`src/rtl/tcc_pkg.sv`:
```
`timescale 1ns / 1ps
// ----------------------------------------------------------------------------
// tcc_pkg
// Shared types and pattern constants for the text content classifier.
// ----------------------------------------------------------------------------
package tcc_pkg;

  localparam int unsigned WinDepth = 9;
  localparam int unsigned LenW     = 4;
  localparam int unsigned FlagW    = 7;

  localparam logic [LenW-1:0] LEN_MAX = 4'd8;

  typedef logic [WinDepth-1:0][7:0] window_t;
  typedef logic [FlagW-1:0]         flags_t;
  typedef logic [LenW-1:0]          len_t;

  // flag bit positions
  localparam int unsigned FLAG_DATE   = 0;
  localparam int unsigned FLAG_TIME   = 1;
  localparam int unsigned FLAG_TEXT   = 2;
  localparam int unsigned FLAG_COORD  = 3;
  localparam int unsigned FLAG_TEMP   = 4;
  localparam int unsigned FLAG_NUMBER = 5;
  localparam int unsigned FLAG_ISBN   = 6;

  localparam logic [7:0] CHR_SPACE = 8'h20;
  localparam logic [7:0] CHR_G     = 8'h47;

  // masks and patterns
  localparam logic [31:0] M_DATE4    = 32'hF0F0F0F0;
  localparam logic [31:0] P_DATE4    = 32'h30303030;
  localparam logic [31:0] M_DATE_A   = 32'hFDF0F0FD;
  localparam logic [31:0] P_DATE_A   = 32'h2D30302D;
  localparam logic [31:0] M_DATE_B   = 32'hF0FDF0FD;
  localparam logic [31:0] P_DATE_B   = 32'h302D302D;
  localparam logic [31:0] M_DATE_C   = 32'hF0F0FDF0;
  localparam logic [31:0] P_DATE_C   = 32'h30302D30;
  localparam logic [31:0] M_DATE_D   = 32'hF0F0F0FD;
  localparam logic [31:0] P_DATE_D   = 32'h3030302D;
  localparam logic [31:0] M_DATE_E   = 32'hF0FDF0F0;
  localparam logic [31:0] P_DATE_E   = 32'h302D3030;
  localparam logic [31:0] M_TIME4    = 32'hF0FFF0F0;
  localparam logic [31:0] P_TIME4    = 32'h303A3030;
  localparam logic [31:0] M_TIME8    = 32'hF0F0FF00;
  localparam logic [31:0] P_TIME8    = 32'h30303A00;
  localparam logic [31:0] M_ASCII    = 32'h80808080;
  localparam logic [31:0] M_COORD8   = 32'h00F0F0FF;
  localparam logic [31:0] P_COORD8   = 32'h003030C2;
  localparam logic [31:0] M_COORD4   = 32'hFFF0F0FF;
  localparam logic [31:0] P_COORD4   = 32'hB0303027;
  localparam logic [31:0] M_TEMP4    = 32'h00FFFFFA;
  localparam logic [31:0] P_TEMP4    = 32'h00C2B042;
  localparam logic [31:0] P_ISBN     = 32'h4953424E;

  function automatic logic is_digit(input logic [7:0] v);
    return (v >= 8'h30) && (v <= 8'h39);
  endfunction

endpackage

```
`src/rtl/tcc_match.sv`:
```
`timescale 1ns / 1ps
// ----------------------------------------------------------------------------
// tcc_match
// Masked pattern tests over the nine-byte window, one flag per content kind.
// ----------------------------------------------------------------------------
module tcc_match (
  input  tcc_pkg::window_t win,
  input  tcc_pkg::len_t    len,
  output tcc_pkg::flags_t  hits
);

  logic [31:0] c4;
  logic [31:0] c8;
  logic [8:0]  dig;
  logic        date_hit;

  assign c4 = {win[3], win[2], win[1], win[0]};
  assign c8 = {win[7], win[6], win[5], win[4]};

  // dig[i] is the digit test of byte i+1, newest first
  always_comb begin
    for (int i = 0; i < 9; i++) begin
      dig[i] = tcc_pkg::is_digit(win[i]);
    end
  end

  always_comb begin
    if ((c4 & tcc_pkg::M_DATE4) == tcc_pkg::P_DATE4) begin
      date_hit = dig[0] && dig[1] && dig[2] && dig[3] &&
                 ((((c8 & tcc_pkg::M_DATE_A) == tcc_pkg::P_DATE_A) && dig[8]) ||
                  ((c8 & tcc_pkg::M_DATE_B) == tcc_pkg::P_DATE_B));
    end else begin
      date_hit = (((c8 & tcc_pkg::M_DATE_C) == tcc_pkg::P_DATE_C) ||
                  ((c8 & tcc_pkg::M_DATE_D) == tcc_pkg::P_DATE_D)) &&
                 dig[8] && dig[6] && dig[7] &&
                 ((c4 & tcc_pkg::M_DATE_E) == tcc_pkg::P_DATE_E);
    end
  end

  always_comb begin
    hits = '0;
    hits[tcc_pkg::FLAG_DATE] = date_hit;
    hits[tcc_pkg::FLAG_TIME] = ((c4 & tcc_pkg::M_TIME4) == tcc_pkg::P_TIME4) && dig[4] &&
                               (!dig[5] ||
                                (((c8 & tcc_pkg::M_TIME8) == tcc_pkg::P_TIME8) && !dig[8]));
    hits[tcc_pkg::FLAG_TEXT] = (len >= tcc_pkg::LEN_MAX) &&
                               (((c8 | c4) & tcc_pkg::M_ASCII) == 32'h0);
    hits[tcc_pkg::FLAG_COORD] = ((c8 & tcc_pkg::M_COORD8) == tcc_pkg::P_COORD8) &&
                                ((c4 & tcc_pkg::M_COORD4) == tcc_pkg::P_COORD4) &&
                                dig[1] && dig[2] && dig[5] && dig[6];
    hits[tcc_pkg::FLAG_TEMP] = ((c4 & tcc_pkg::M_TEMP4) == tcc_pkg::P_TEMP4) &&
                               (win[0] != tcc_pkg::CHR_G) &&
                               (dig[3] || ((win[3] == tcc_pkg::CHR_SPACE) && dig[4]));
    hits[tcc_pkg::FLAG_NUMBER] = dig[0];
    hits[tcc_pkg::FLAG_ISBN] = (c4 == tcc_pkg::P_ISBN) && (win[4] == tcc_pkg::CHR_SPACE);
  end

endmodule

```
`src/rtl/text_content_classifier_top.sv`:
```
`timescale 1ns / 1ps
// ----------------------------------------------------------------------------
// text_content_classifier_top
// Byte stream content classifier: sticky flags from a nine-byte window.
// ----------------------------------------------------------------------------
//  channel | dir | tdata                  | tuser
//  in_     | in  | [7:0] byte_in          | [0] start_content, [1] count_byte
//  out_    | out | [6:0] content_flags    | -
//
//  one byte per cycle sustained while the output is not stalled; a request
//  is held in the input register, is classified and lands in the result
//  register, from which its result leaves.
//  reset clears both valid flags, the window, the flags and the length.
//  a stalled result holds; the input register still takes one more byte.
// ----------------------------------------------------------------------------
module text_content_classifier_top (
  input  logic       clk,
  input  logic       rst_n,
  input  logic       in_tvalid,
  output logic       in_tready,
  input  logic [7:0] in_tdata,   // [7:0] byte_in
  input  logic [1:0] in_tuser,   // [0] start_content, [1] count_byte
  output logic       out_tvalid,
  input  logic       out_tready,
  output logic [7:0] out_tdata   // [6:0] content_flags, [7] zero
);

  logic              s1_v_r, s1_v_nxt;
  logic [7:0]        s1_byte_r;
  logic              s1_start_r;
  logic              s1_count_r;
  logic              out_v_r, out_v_nxt;
  logic [7:0]        out_data_r;
  tcc_pkg::window_t  hist_r;
  tcc_pkg::flags_t   flags_r;
  tcc_pkg::len_t     len_r;

  tcc_pkg::window_t  win;
  tcc_pkg::len_t     len_nxt;
  tcc_pkg::flags_t   flags_nxt;
  tcc_pkg::flags_t   hits;
  logic              adv;
  logic              fire;

  assign adv       = !out_v_r || out_tready;
  assign fire      = s1_v_r && adv;
  assign in_tready = !s1_v_r || adv;

  always_comb begin
    s1_v_nxt = s1_v_r;
    if (in_tready) begin
      s1_v_nxt = in_tvalid;
    end
    out_v_nxt = out_v_r;
    if (adv) begin
      out_v_nxt = s1_v_r;
    end
  end

  // window after the shift, newest byte first
  always_comb begin
    win[0] = s1_byte_r;
    for (int i = 1; i < tcc_pkg::WinDepth; i++) begin
      win[i] = hist_r[i-1];
    end
  end

  always_comb begin
    len_nxt = s1_start_r ? '0 : len_r;
    if (s1_count_r && (len_nxt < tcc_pkg::LEN_MAX)) begin
      len_nxt = len_nxt + tcc_pkg::len_t'(1);
    end
  end

  tcc_match u_match (
    .win  (win),
    .len  (len_nxt),
    .hits (hits)
  );

  assign flags_nxt = (s1_start_r ? '0 : flags_r) | hits;

  always_ff @(posedge clk) begin
    if (!rst_n) begin
      s1_v_r  <= 1'b0;
      out_v_r <= 1'b0;
      hist_r  <= '0;
      flags_r <= '0;
      len_r   <= '0;
    end else begin
      s1_v_r  <= s1_v_nxt;
      out_v_r <= out_v_nxt;
      if (fire) begin
        hist_r  <= win;
        flags_r <= flags_nxt;
        len_r   <= len_nxt;
      end
    end
  end

  always_ff @(posedge clk) begin
    if (in_tready && in_tvalid) begin
      s1_byte_r  <= in_tdata;
      s1_start_r <= in_tuser[0];
      s1_count_r <= in_tuser[1];
    end
    if (fire) begin
      out_data_r <= {1'b0, flags_nxt};
    end
  end

  assign out_tvalid = out_v_r;
  assign out_tdata  = out_data_r;

endmodule

```
`config.mk`:
```
export PLATFORM = sky130hd
export DESIGN_NAME = text_content_classifier_top
export DESIGN_NICKNAME = d
export VERILOG_FILES = /design/src/rtl/tcc_pkg.sv /design/src/rtl/tcc_match.sv /design/src/rtl/text_content_classifier_top.sv
export SDC_FILE = /design/constraint.sdc
export NUM_CORES = 1
export LEC_CHECK = 0
export ABC_AREA = 1
export BUFFER_PORTS_ARGS = -buffer_cell sky130_fd_sc_hd__buf_2
export CAP_MARGIN = 5
export CELL_PAD_IN_SITES_DETAIL_PLACEMENT = 1
export CELL_PAD_IN_SITES_GLOBAL_PLACEMENT = 2
export CORE_MARGIN = 3
export CORE_UTILIZATION = 33
export CTS_BUF_LIST = sky130_fd_sc_hd__clkbuf_4
export CTS_CLUSTER_SIZE = 8
export DETAILED_ROUTE_END_ITERATION = 7
export PLACE_DENSITY_LB_ADDON = 0.2
export SYNTH_ARGS = -nofsm -noshare
export SYNTH_HDL_FRONTEND = slang
export SYNTH_SLANG_ARGS = --single-unit
```
`constraint.sdc`:
```
create_clock -name clk -period 1.15 [get_ports clk]
set_input_delay 0.115 -clock clk [delete_from_list [all_inputs] [get_ports clk]]
set_output_delay 0.115 -clock clk [all_outputs]
set_load 0.01 [all_outputs]
```
# Word level (Yosys, flattened, before mapping)
# Cells that the tools add are included.
# totals
input_bits	14
regBits	94
output_inout_bits	10
# op_classes
bitwise	2
eq_ne	15
reduce_logical	45
n_lt_le_gt_ge	20
n_mux	4
addsub	1
# ops
cell	count
greater-or-equal comparator 8 x 6 -> 1 bit (second input constant)	9
<= comparator 8 x 6 -> 1 bit (second input constant)	9
equality test 19 x 17 -> 1 bit (second input constant)	3
equality test 16 x 14 -> 1 bit (second input constant)	3
equality test 22 x 20 -> 1 bit (second input constant)	2
logical AND 1 bit	34
equality test 32 x 31 -> 1 bit (second input constant)	1
logical NOT 32 bit	1
bitwise OR 32 bit	1
equality test 24 bit (second input constant)	1
equality test 22 bit (second input constant)	1
equality test 20 x 18 -> 1 bit (second input constant)	1
equality test 8 x 6 -> 1 bit (second input constant)	2
2-to-1 mux 4 bit	2
!= test 8 x 7 -> 1 bit (second input constant)	1
2-to-1 mux 7 bit	1
bitwise OR 7 bit	1
logical OR 1 bit	6
adder 4 x 1 -> 4 bit (second input constant)	1
greater-or-equal comparator 4 bit (second input constant)	1
logical NOT 1 bit	4
< comparator 4 bit (second input constant)	1
2-to-1 mux 1 bit	1

# Logic depth before layout (Yosys ltp)
# Gate-level depths: netlist of the first run.
# depth
ltp_word	8
ltp_mapped	11
ltp_nobuf	11

# Modules after synthesis
# A second synthesis of the first run with hierarchy kept.
# hier_totals
hier_cells	575
area_unflattened_um2	4235.3
# by_module_without_submodules
mod	seq_area_each_um2	n_inst	cells_each	area_each_um2
text_content_classifier_top	2052.0	1	395	3418.3
tcc_match	0.0	1	180	817.0

# Worst setup path before layout of the first run
# No wires, ideal clock.
# synth_timing
path_kind	flip-flop to flip-flop
startpoint	register s1_start_r
endpoint	register len_r[1]
path_buffers	0
arrival_time_ns	1.121
synth_period_minus_slack_ns	1.231
path_slack_ns	-0.081
stages_incl_launch_ff	9
setup_time_ns	0.109
path_cell_list	edfxtp_1 inv_2 nand2_1 inv_2 ha_1 nor2_1 o22ai_1 nand2_1 inv_1
# synth_between
elab_chain_cells	4
elab_cells_between_ends	5
cone_classes	add/sub: 1; order compare: 1; mux: 2; reduce/logical: 1
# synth_rtl
item	line	text
start: declaration	text_content_classifier_top.sv:30	logic s1_start_r;
start signal: assignment	text_content_classifier_top.sv:104	s1_start_r <= in_tuser[0];
2-to-1 mux 4 bit (*)	text_content_classifier_top.sv:69	len_nxt = s1_start_r ? '0 : len_r;
< comparator 4 bit	text_content_classifier_top.sv:70	if (s1_count_r && (len_nxt < tcc_pkg::LEN_MAX)) begin
logical AND 1 bit	text_content_classifier_top.sv:70	
2-to-1 mux 4 bit (*)	text_content_classifier_top.sv:70	
end signal: assignment	text_content_classifier_top.sv:96	len_r <= len_nxt;
end: declaration	text_content_classifier_top.sv:36	tcc_pkg::len_t len_r;
# Mark *: on every way between the ends. The rest lies on a longest branch, timed or not.
# A chain may end at the register's enable or synchronous reset.

# Worst setup path after layout of the first run
# layout_timing
startpoint	register s1_byte_r[5]
endpoint	register flags_r[3]
# layout_between
elab_chain_cells	7
# layout_rtl
item	line	text
start: declaration	text_content_classifier_top.sv:29	logic [7:0] s1_byte_r;
start signal: assignment	text_content_classifier_top.sv:103	s1_byte_r <= in_tdata;
equality test 24 bit	tcc_match.sv:49	((c4 & tcc_pkg::M_COORD4) == tcc_pkg::P_COORD4) &&
logical AND 1 bit	tcc_match.sv:48	hits[tcc_pkg::FLAG_COORD] = ((c8 & tcc_pkg::M_COORD8) == tcc_pkg::P_COORD8) &&
logical AND 1 bit	tcc_match.sv:49	
logical AND 1 bit (3 in series)	tcc_match.sv:50	dig[1] && dig[2] && dig[5] && dig[6];
bitwise OR 7 bit	text_content_classifier_top.sv:81	assign flags_nxt = (s1_start_r ? '0 : flags_r) | hits;
end signal: assignment	text_content_classifier_top.sv:95	flags_r <= flags_nxt;
end: declaration	text_content_classifier_top.sv:35	tcc_pkg::flags_t flags_r;
# No other way between the ends.

==> run metrics, run 1 <==
status=complete, but fails checks; failing checks=negative setup slack; syn nets=547; beginning of the worst hold path=out_tready; reg2reg setup slack=-0.36 ns; pre-CTS setup slack=-0.393 ns; initial DRC count=213; Antenna Nets Post-Route=0; clock latency on the worst-skew pair=0.51 ns; Global Route Usage Sum=0.243; RSZ-0062 raised after global routing=true; Max Clk Rate=664 MHz; reg2reg end=flags_r[3]; HPWL after detailed placement=9.32 mm; Synth Area in XOR/XNOR=0; layout cell share with drive strength beyond 1=0.583; Via Count=4412; CP required=1.62 ns; CP Class=reg2reg; Max-cap violations=0; synthesized area per cell=7.60 um^2; port buffer count=22; Core Util, Final=0.604; TritonCTS clock tree=yes; I/O pin cnt=24; Synth warnings=0; Compound-Gate Fraction of Synth Area=0.174; CTS Buffer Depth=2; Crit. Startpoint=s1_byte_r[5]; slowest CP cell=edfxtp_1; number of global-route vias before repair=4564; FILL cells=1309; area grow syn2layout=75.1%; Die Area=13600 um^2; Root Buffer=clkbuf_4; Synth top area share=0.376; CTS Sinks=93; first-pass GRT wire length=24.7 mm; Die W=117 um; Tcrit/Tclk final=1.31; DRC=0; number of synthesized register bits=93; clk_skew=0.0342 ns; adder-cell share of the synthesized area=0.00310; Synth area leader=dfxtp_1; CP max stage delay=0.44 ns; # setup viols final=100; EDFF count, synth=17; Die H=117 um; crit path to=flags_r[3]; Top FF cell, synth=dfxtp_1; CTS Buf Count=9; Data arrival, critical path=1.97 ns; Max rail drop VDD=0.000682 V; Synth async-reset ratio=0; Starting Density=0.345; Reg2Reg Depth=10; maximum fanout along the worst path=3; Hold Vio Cnt, Final=0; Overflow after GRT=0; sequence of cells on the critical path=inv_1 -> nor2_4 -> nand4_1 -> nor2_1 -> nand2_1 -> nor2_2 -> nand2_2 -> nand3_2 -> nand2_2 -> inv_2; Cell Area, Synth=4040 um^2; Synth cell types=35; synth cell count leaders=nor2_1 (90), dfxtp_1 (76), nand2_1 (69), o21ai_0 (69), a21oi_1 (53); antenna violations before repair=0; CTS H-tree lvls=3; clk slew on worst S/H paths=0.17 ns; via/cell ratio=5.23; r2r startpoint=s1_byte_r[5]; Cell Pwr Density=1110 nW/um^2; post-synthesis simple-gate area fraction=0.240; Row Count=39; CP endpoint kind=flop; Avg WL per Cell=20.5 um; Area contributors post-synth=dfxtp_1 (38%), edfxtp_1 (13%), o21ai_0 (8.5%); RePlAce Congestion=0.832; Slew Viols, Final=0; cell with the most instances after synthesis=nor2_1; CORE AREA=11700 um^2; total wire length=17.3 mm; Tmin final=1.51 ns; Ant. Diodes=0; register area share after synthesis=0.503; critical path startpoint category=flop; post-synthesis mux area share=0; fin worst setup slack=-0.357 ns; Pre-antenna DRT Iters=4; leakage dissipation=2.78 nW; largest family of logic cells by synthesized area=simple AND/OR/NAND/NOR gates; Min-Delay Path Class=in2reg; post-synthesis instance total=532; crit-path most repeated cell=nand2_2; largest net degree at the start of global routing=32; nets@finish=711
## cell families (layout without fill, tap and decap cells)
group / count (synthesis) / in the layout
flip-flops: 93 / 93
AO/OA/AOI/OAI: 136 / 136
buffers and inverters: 80 / 249
AND/OR/NAND/NOR: 221 / 221
adder cells (fa/ha/maj): 1 / 1
other: 1 / 1
## state kept, by name (all words and copies together) (netlist names)
name        cells
hist_r         63
len_r           4
out_tvalid      1
flags_r         7
out_tdata       7
s1_v_r          1
s1_start_r      1
s1_byte_r       8
s1_count_r      1
## routing by layer
layer	share of wire	global-route usage	routed length, um	vias to the layer above
met3	0.024	0.0373	416	34
li1	-	-	-	2099
met2	0.53	0.435	9160	69
met1	0.42	0.296	7290	2210
met5	0	0	0	-
met4	0.027	0.0856	474	0
## power breakdown
group          internal [W]  switching (W)  total (W)  leakage, nW
clock network      0.000906        0.00126    0.00217       0.0868
logic              0.000974        0.00101    0.00199         1.90
registers           0.00354       0.000193    0.00374        0.799
## final cells by class
| type | instances | area (um^2) | share of cell area |
|---|---|---|---|
| well taps | 143 | 179 | 0.0253 |
| clock inverters | 6 | 86.3 | 0.0122 |
| multi-input cells | 359 | 2610 | 0.369 |
| inverters | 57 | 245 | 0.0346 |
| repair inverters | 1 | 16.3 | 0.00230 |
| repair buffers | 175 | 1810 | 0.255 |
| clock buffers | 10 | 75.1 | 0.0106 |
| flip-flops and latches | 93 | 2060 | 0.291 |
## placed cells by master, fill, tap and decap left out, types with 7 or more instances in the layout
cell type / Yosys / routed
nand2_2: 6 / 20
o21ai_4: 0 / 12
nor2_1: 90 / 47
nand3_1: 18 / 11
clkbuf_4: 0 / 10
nand3_2: 2 / 7
nor2_4: 2 / 28
dfxtp_2: 0 / 23
a21oi_1: 53 / 19
inv_1: 44 / 33
dlygate4sd3_1: 0 / 12
buf_6: 0 / 21
nor2_2: 5 / 22
buf_2: 9 / 19
o21ai_2: 0 / 41
inv_2: 11 / 19
o21ai_1: 5 / 15
buf_4: 1 / 93
nand2_1: 69 / 48
dfxtp_1: 76 / 53
nand4_1: 13 / 13
edfxtp_1: 17 / 17
a21oi_2: 0 / 33
buf_12: 0 / 14
## worst min path at each step
stage               slack, ns            to  depth (start not counted)
detailed placement       0.29  s1_byte_r[3]                          1
finish                   0.11    out_tvalid                          6
floorplan                0.21  s1_byte_r[0]                          0
global placement         0.29  s1_byte_r[5]                          1
global route             0.08    out_tvalid                          6
CTS                     -0.01        s1_v_r                          5
## timing repair
action                                  4_1_cts  5_1_grt
endpoints found under the setup margin      106      107
setup buffers                                18       17
resized for setup                           226      157
pin swaps                                    27       53
hold buffers                                 12        0
cloned                                       12        6
hold endpoints to repair                     12        0
## through the flow
step / area [um^2] / hold slack (ns) / TNS, ns / power (W) / std cells
2_1_floorplan: 4060 / 0.214 / -0.163 / 0.00424 / 532
3_3_place_gp: 5040 / 0.292 / -3.20 / 0.00480 / 771
3_5_place_dp: 5040 / 0.293 / -5.00 / 0.00484 / 771
4_1_cts: 6420 / -0.0109 / -10.61 / 0.00753 / 829
5_1_grt: 7080 / 0.0797 / -20.50 / 0.00821 / 844
6_report: 7080 / 0.106 / -16.23 / 0.00789 / 844
## worst max-delay path, delay by kind of cell (launching register included)
kind	cells	cell delay, ns
DFF	1	0.44
and+or+nand+nor	8	0.87
buffers and inverters	2	0.16
Note: power is estimated with default switching activity, not from simulation.
==> run 2, diff against run 1 <==
--- a/config.mk
+++ b/config.mk
@@ -8,7 +8,7 @@
 export ABC_AREA = 1
 export BUFFER_PORTS_ARGS = -buffer_cell sky130_fd_sc_hd__buf_2
 export CAP_MARGIN = 5
-export CELL_PAD_IN_SITES_DETAIL_PLACEMENT = 1
+export CELL_PAD_IN_SITES_DETAIL_PLACEMENT = 0
 export CELL_PAD_IN_SITES_GLOBAL_PLACEMENT = 2
 export CORE_MARGIN = 3
 export CORE_UTILIZATION = 33
@@ -18,4 +18,5 @@
 export PLACE_DENSITY_LB_ADDON = 0.2
 export SYNTH_ARGS = -nofsm -noshare
 export SYNTH_HDL_FRONTEND = slang
+export SYNTH_HIERARCHICAL = 1
 export SYNTH_SLANG_ARGS = --single-unit
==> run metrics, run 2 <==
Ant. Diodes=0; r2r startpoint=s1_byte_r[7]; RSZ-0062 raised after global routing=true; Die H=119 um; Global Route Usage Sum=0.212; Avg WL per Cell=16.2 um; Data arrival, critical path=1.96 ns; clock latency on the worst-skew pair=0.47 ns; layout cell share with drive strength beyond 1=0.535; Pre-antenna DRT Iters=4; biggest regs=hist_r x63, s1_byte_r x8; multi-input logic area=2700 um^2; Cell Pwr Density=1050 nW/um^2; Die W=119 um; I/O pin cnt=24; Row Count=40; Total Power=0.00753 W; area grow syn2layout=71.4%; most common cell after layout, fill and taps aside=nor2_1; CP Class=reg2reg; CTS Sinks=93; clk slew on worst S/H paths=0.14 ns; Max Clk Rate=645 MHz; failing checks=negative setup slack; Cell Int Power=0.00523 W; switching part of the total power=0.305; share of power burned in registers=0.498; RePlAce Congestion=0.799; total wire length=14.8 mm; M2 GR Usage=0.378; leakage dissipation=3.00 nW; CORE AREA=12200 um^2; number of global-route vias before repair=4346; first-pass GRT wire length=22.9 mm; met3 Track Usage GR=0.0407; GRT busiest layer=met2; HPWL after detailed placement=8.27 mm; CP endpoint kind=flop; Synth warnings=6; via/cell ratio=4.75; # setup viols final=96; Min-Delay Path Class=in2reg; Overflow after GRT=0; Tcrit/Tclk final=1.35; logic gate share of total power=0.271; Max rail drop VDD=0.000858 V; switching power total=0.00230 W; Die Area=14100 um^2; maximum fanout along the worst path=3; Core Util, Final=0.588; Max-cap violations=0; CTS Buf Count=9; Root Buffer=clkbuf_4; reg2reg setup slack=-0.40 ns; Top reg by flops=hist_r; synthesized area per cell=7.38 um^2; Tmin final=1.55 ns; syn nets=583; Min Hold Slack=0.0779 ns; FILL cells=1133; clk_skew=0.0240 ns; Largest register FFs=63; clock share of power=0.232; port buffer count=22; Slew Viols, Final=0; Crit. Startpoint=s1_byte_r[7]; Starting Density=0.343; status=complete, but fails checks; critical path startpoint category=flop; Via Count=4335; post-synthesis instance total=568; TritonCTS clock tree=yes; Sequential Area=2050 um^2; CTS Buffer Depth=2; Hold Vio Cnt, Final=0; CTS H-tree lvls=3; initial DRC count=211; largest net degree at the start of global routing=54; beginning of the worst hold path=rst_n; Cell Area, Synth=4190 um^2; DRC=0; grt met1 use=0.260; CP required=1.56 ns; fin worst setup slack=-0.400 ns; nets@finish=754; most frequent cells in the layout=nor2_1 (107), buf_4 (102), nor2_4 (60), dfxtp_1 (60), o21ai_2 (55); antenna violations before repair=0; Antenna Nets Post-Route=0
[run 2: critical path: stages, from the launching register on]
cell and delay (ns):
edfxtp_1 0.48, nor2_4 0.18, buf_4 0.12, buf_4 0.10, nand3_2 0.07, nor2_1 0.09
nand2_1 0.09, nor3_2 0.11, a21o_1 0.12, nor2_1 0.04, nor2_1 0.09
[run 2: through the flow]
stage	instances	worst slack (ns)	instance area (um^2)	TNS, ns
after floorplan	568	-0.294	4240	-1.25
after global placement	834	-0.481	5220	-3.93
after detailed placement	834	-0.480	5220	-4.52
after CTS	909	-0.323	6810	-16.10
after global routing	912	-0.499	7190	-21.30
final	912	-0.400	7190	-15.34
[run 2: what timing repair did]
action	CTS	global route
cloned	17	1
resized for setup	190	115
hold buffers	11	0
buffers inserted	33	11
endpoints found under the hold margin	11	0
setup endpoints to repair	96	107
pin swaps	35	42
[run 2: final timing paths]
kind | endpoint | depth (start not counted)
hold reg to reg | hist_r[57] | 2
setup / recovery | flags_r[3] | 10
setup reg to reg | flags_r[3] | 10
hold / removal | s1_v_r | 3
[run 2: per-layer routing]
| metal | part of all wire | routed length [um] |
|---|---|---|
| met3 | 0.032 | 476 |
| met2 | 0.52 | 7690 |
| met5 | 0 | 0 |
| met1 | 0.43 | 6410 |
| met4 | 0.013 | 188 |
[run 2: final cells by class]
cell class / instances / area share
Sequential cell: 93 / 0.286
Clock inverter: 7 / 0.00766
Inverter: 43 / 0.0256
Multi-Input combinational cell: 405 / 0.376
Timing Repair inverter: 1 / 0.00104
Clock buffer: 9 / 0.00940
Tap cell: 168 / 0.0293
Timing Repair Buffer: 186 / 0.265
[run 2: power by group through the flow]
stage	Combinational, W	Clock [W]	Sequential [W]
4_1_cts	0.00185	0.00181	0.00373
5_1_grt	0.00219	0.00194	0.00378
3_3_place_gp	0.00113	0	0.00378
2_1_floorplan	0.000606	0	0.00377
3_5_place_dp	0.00114	0	0.00379
6_report	0.00204	0.00174	0.00375
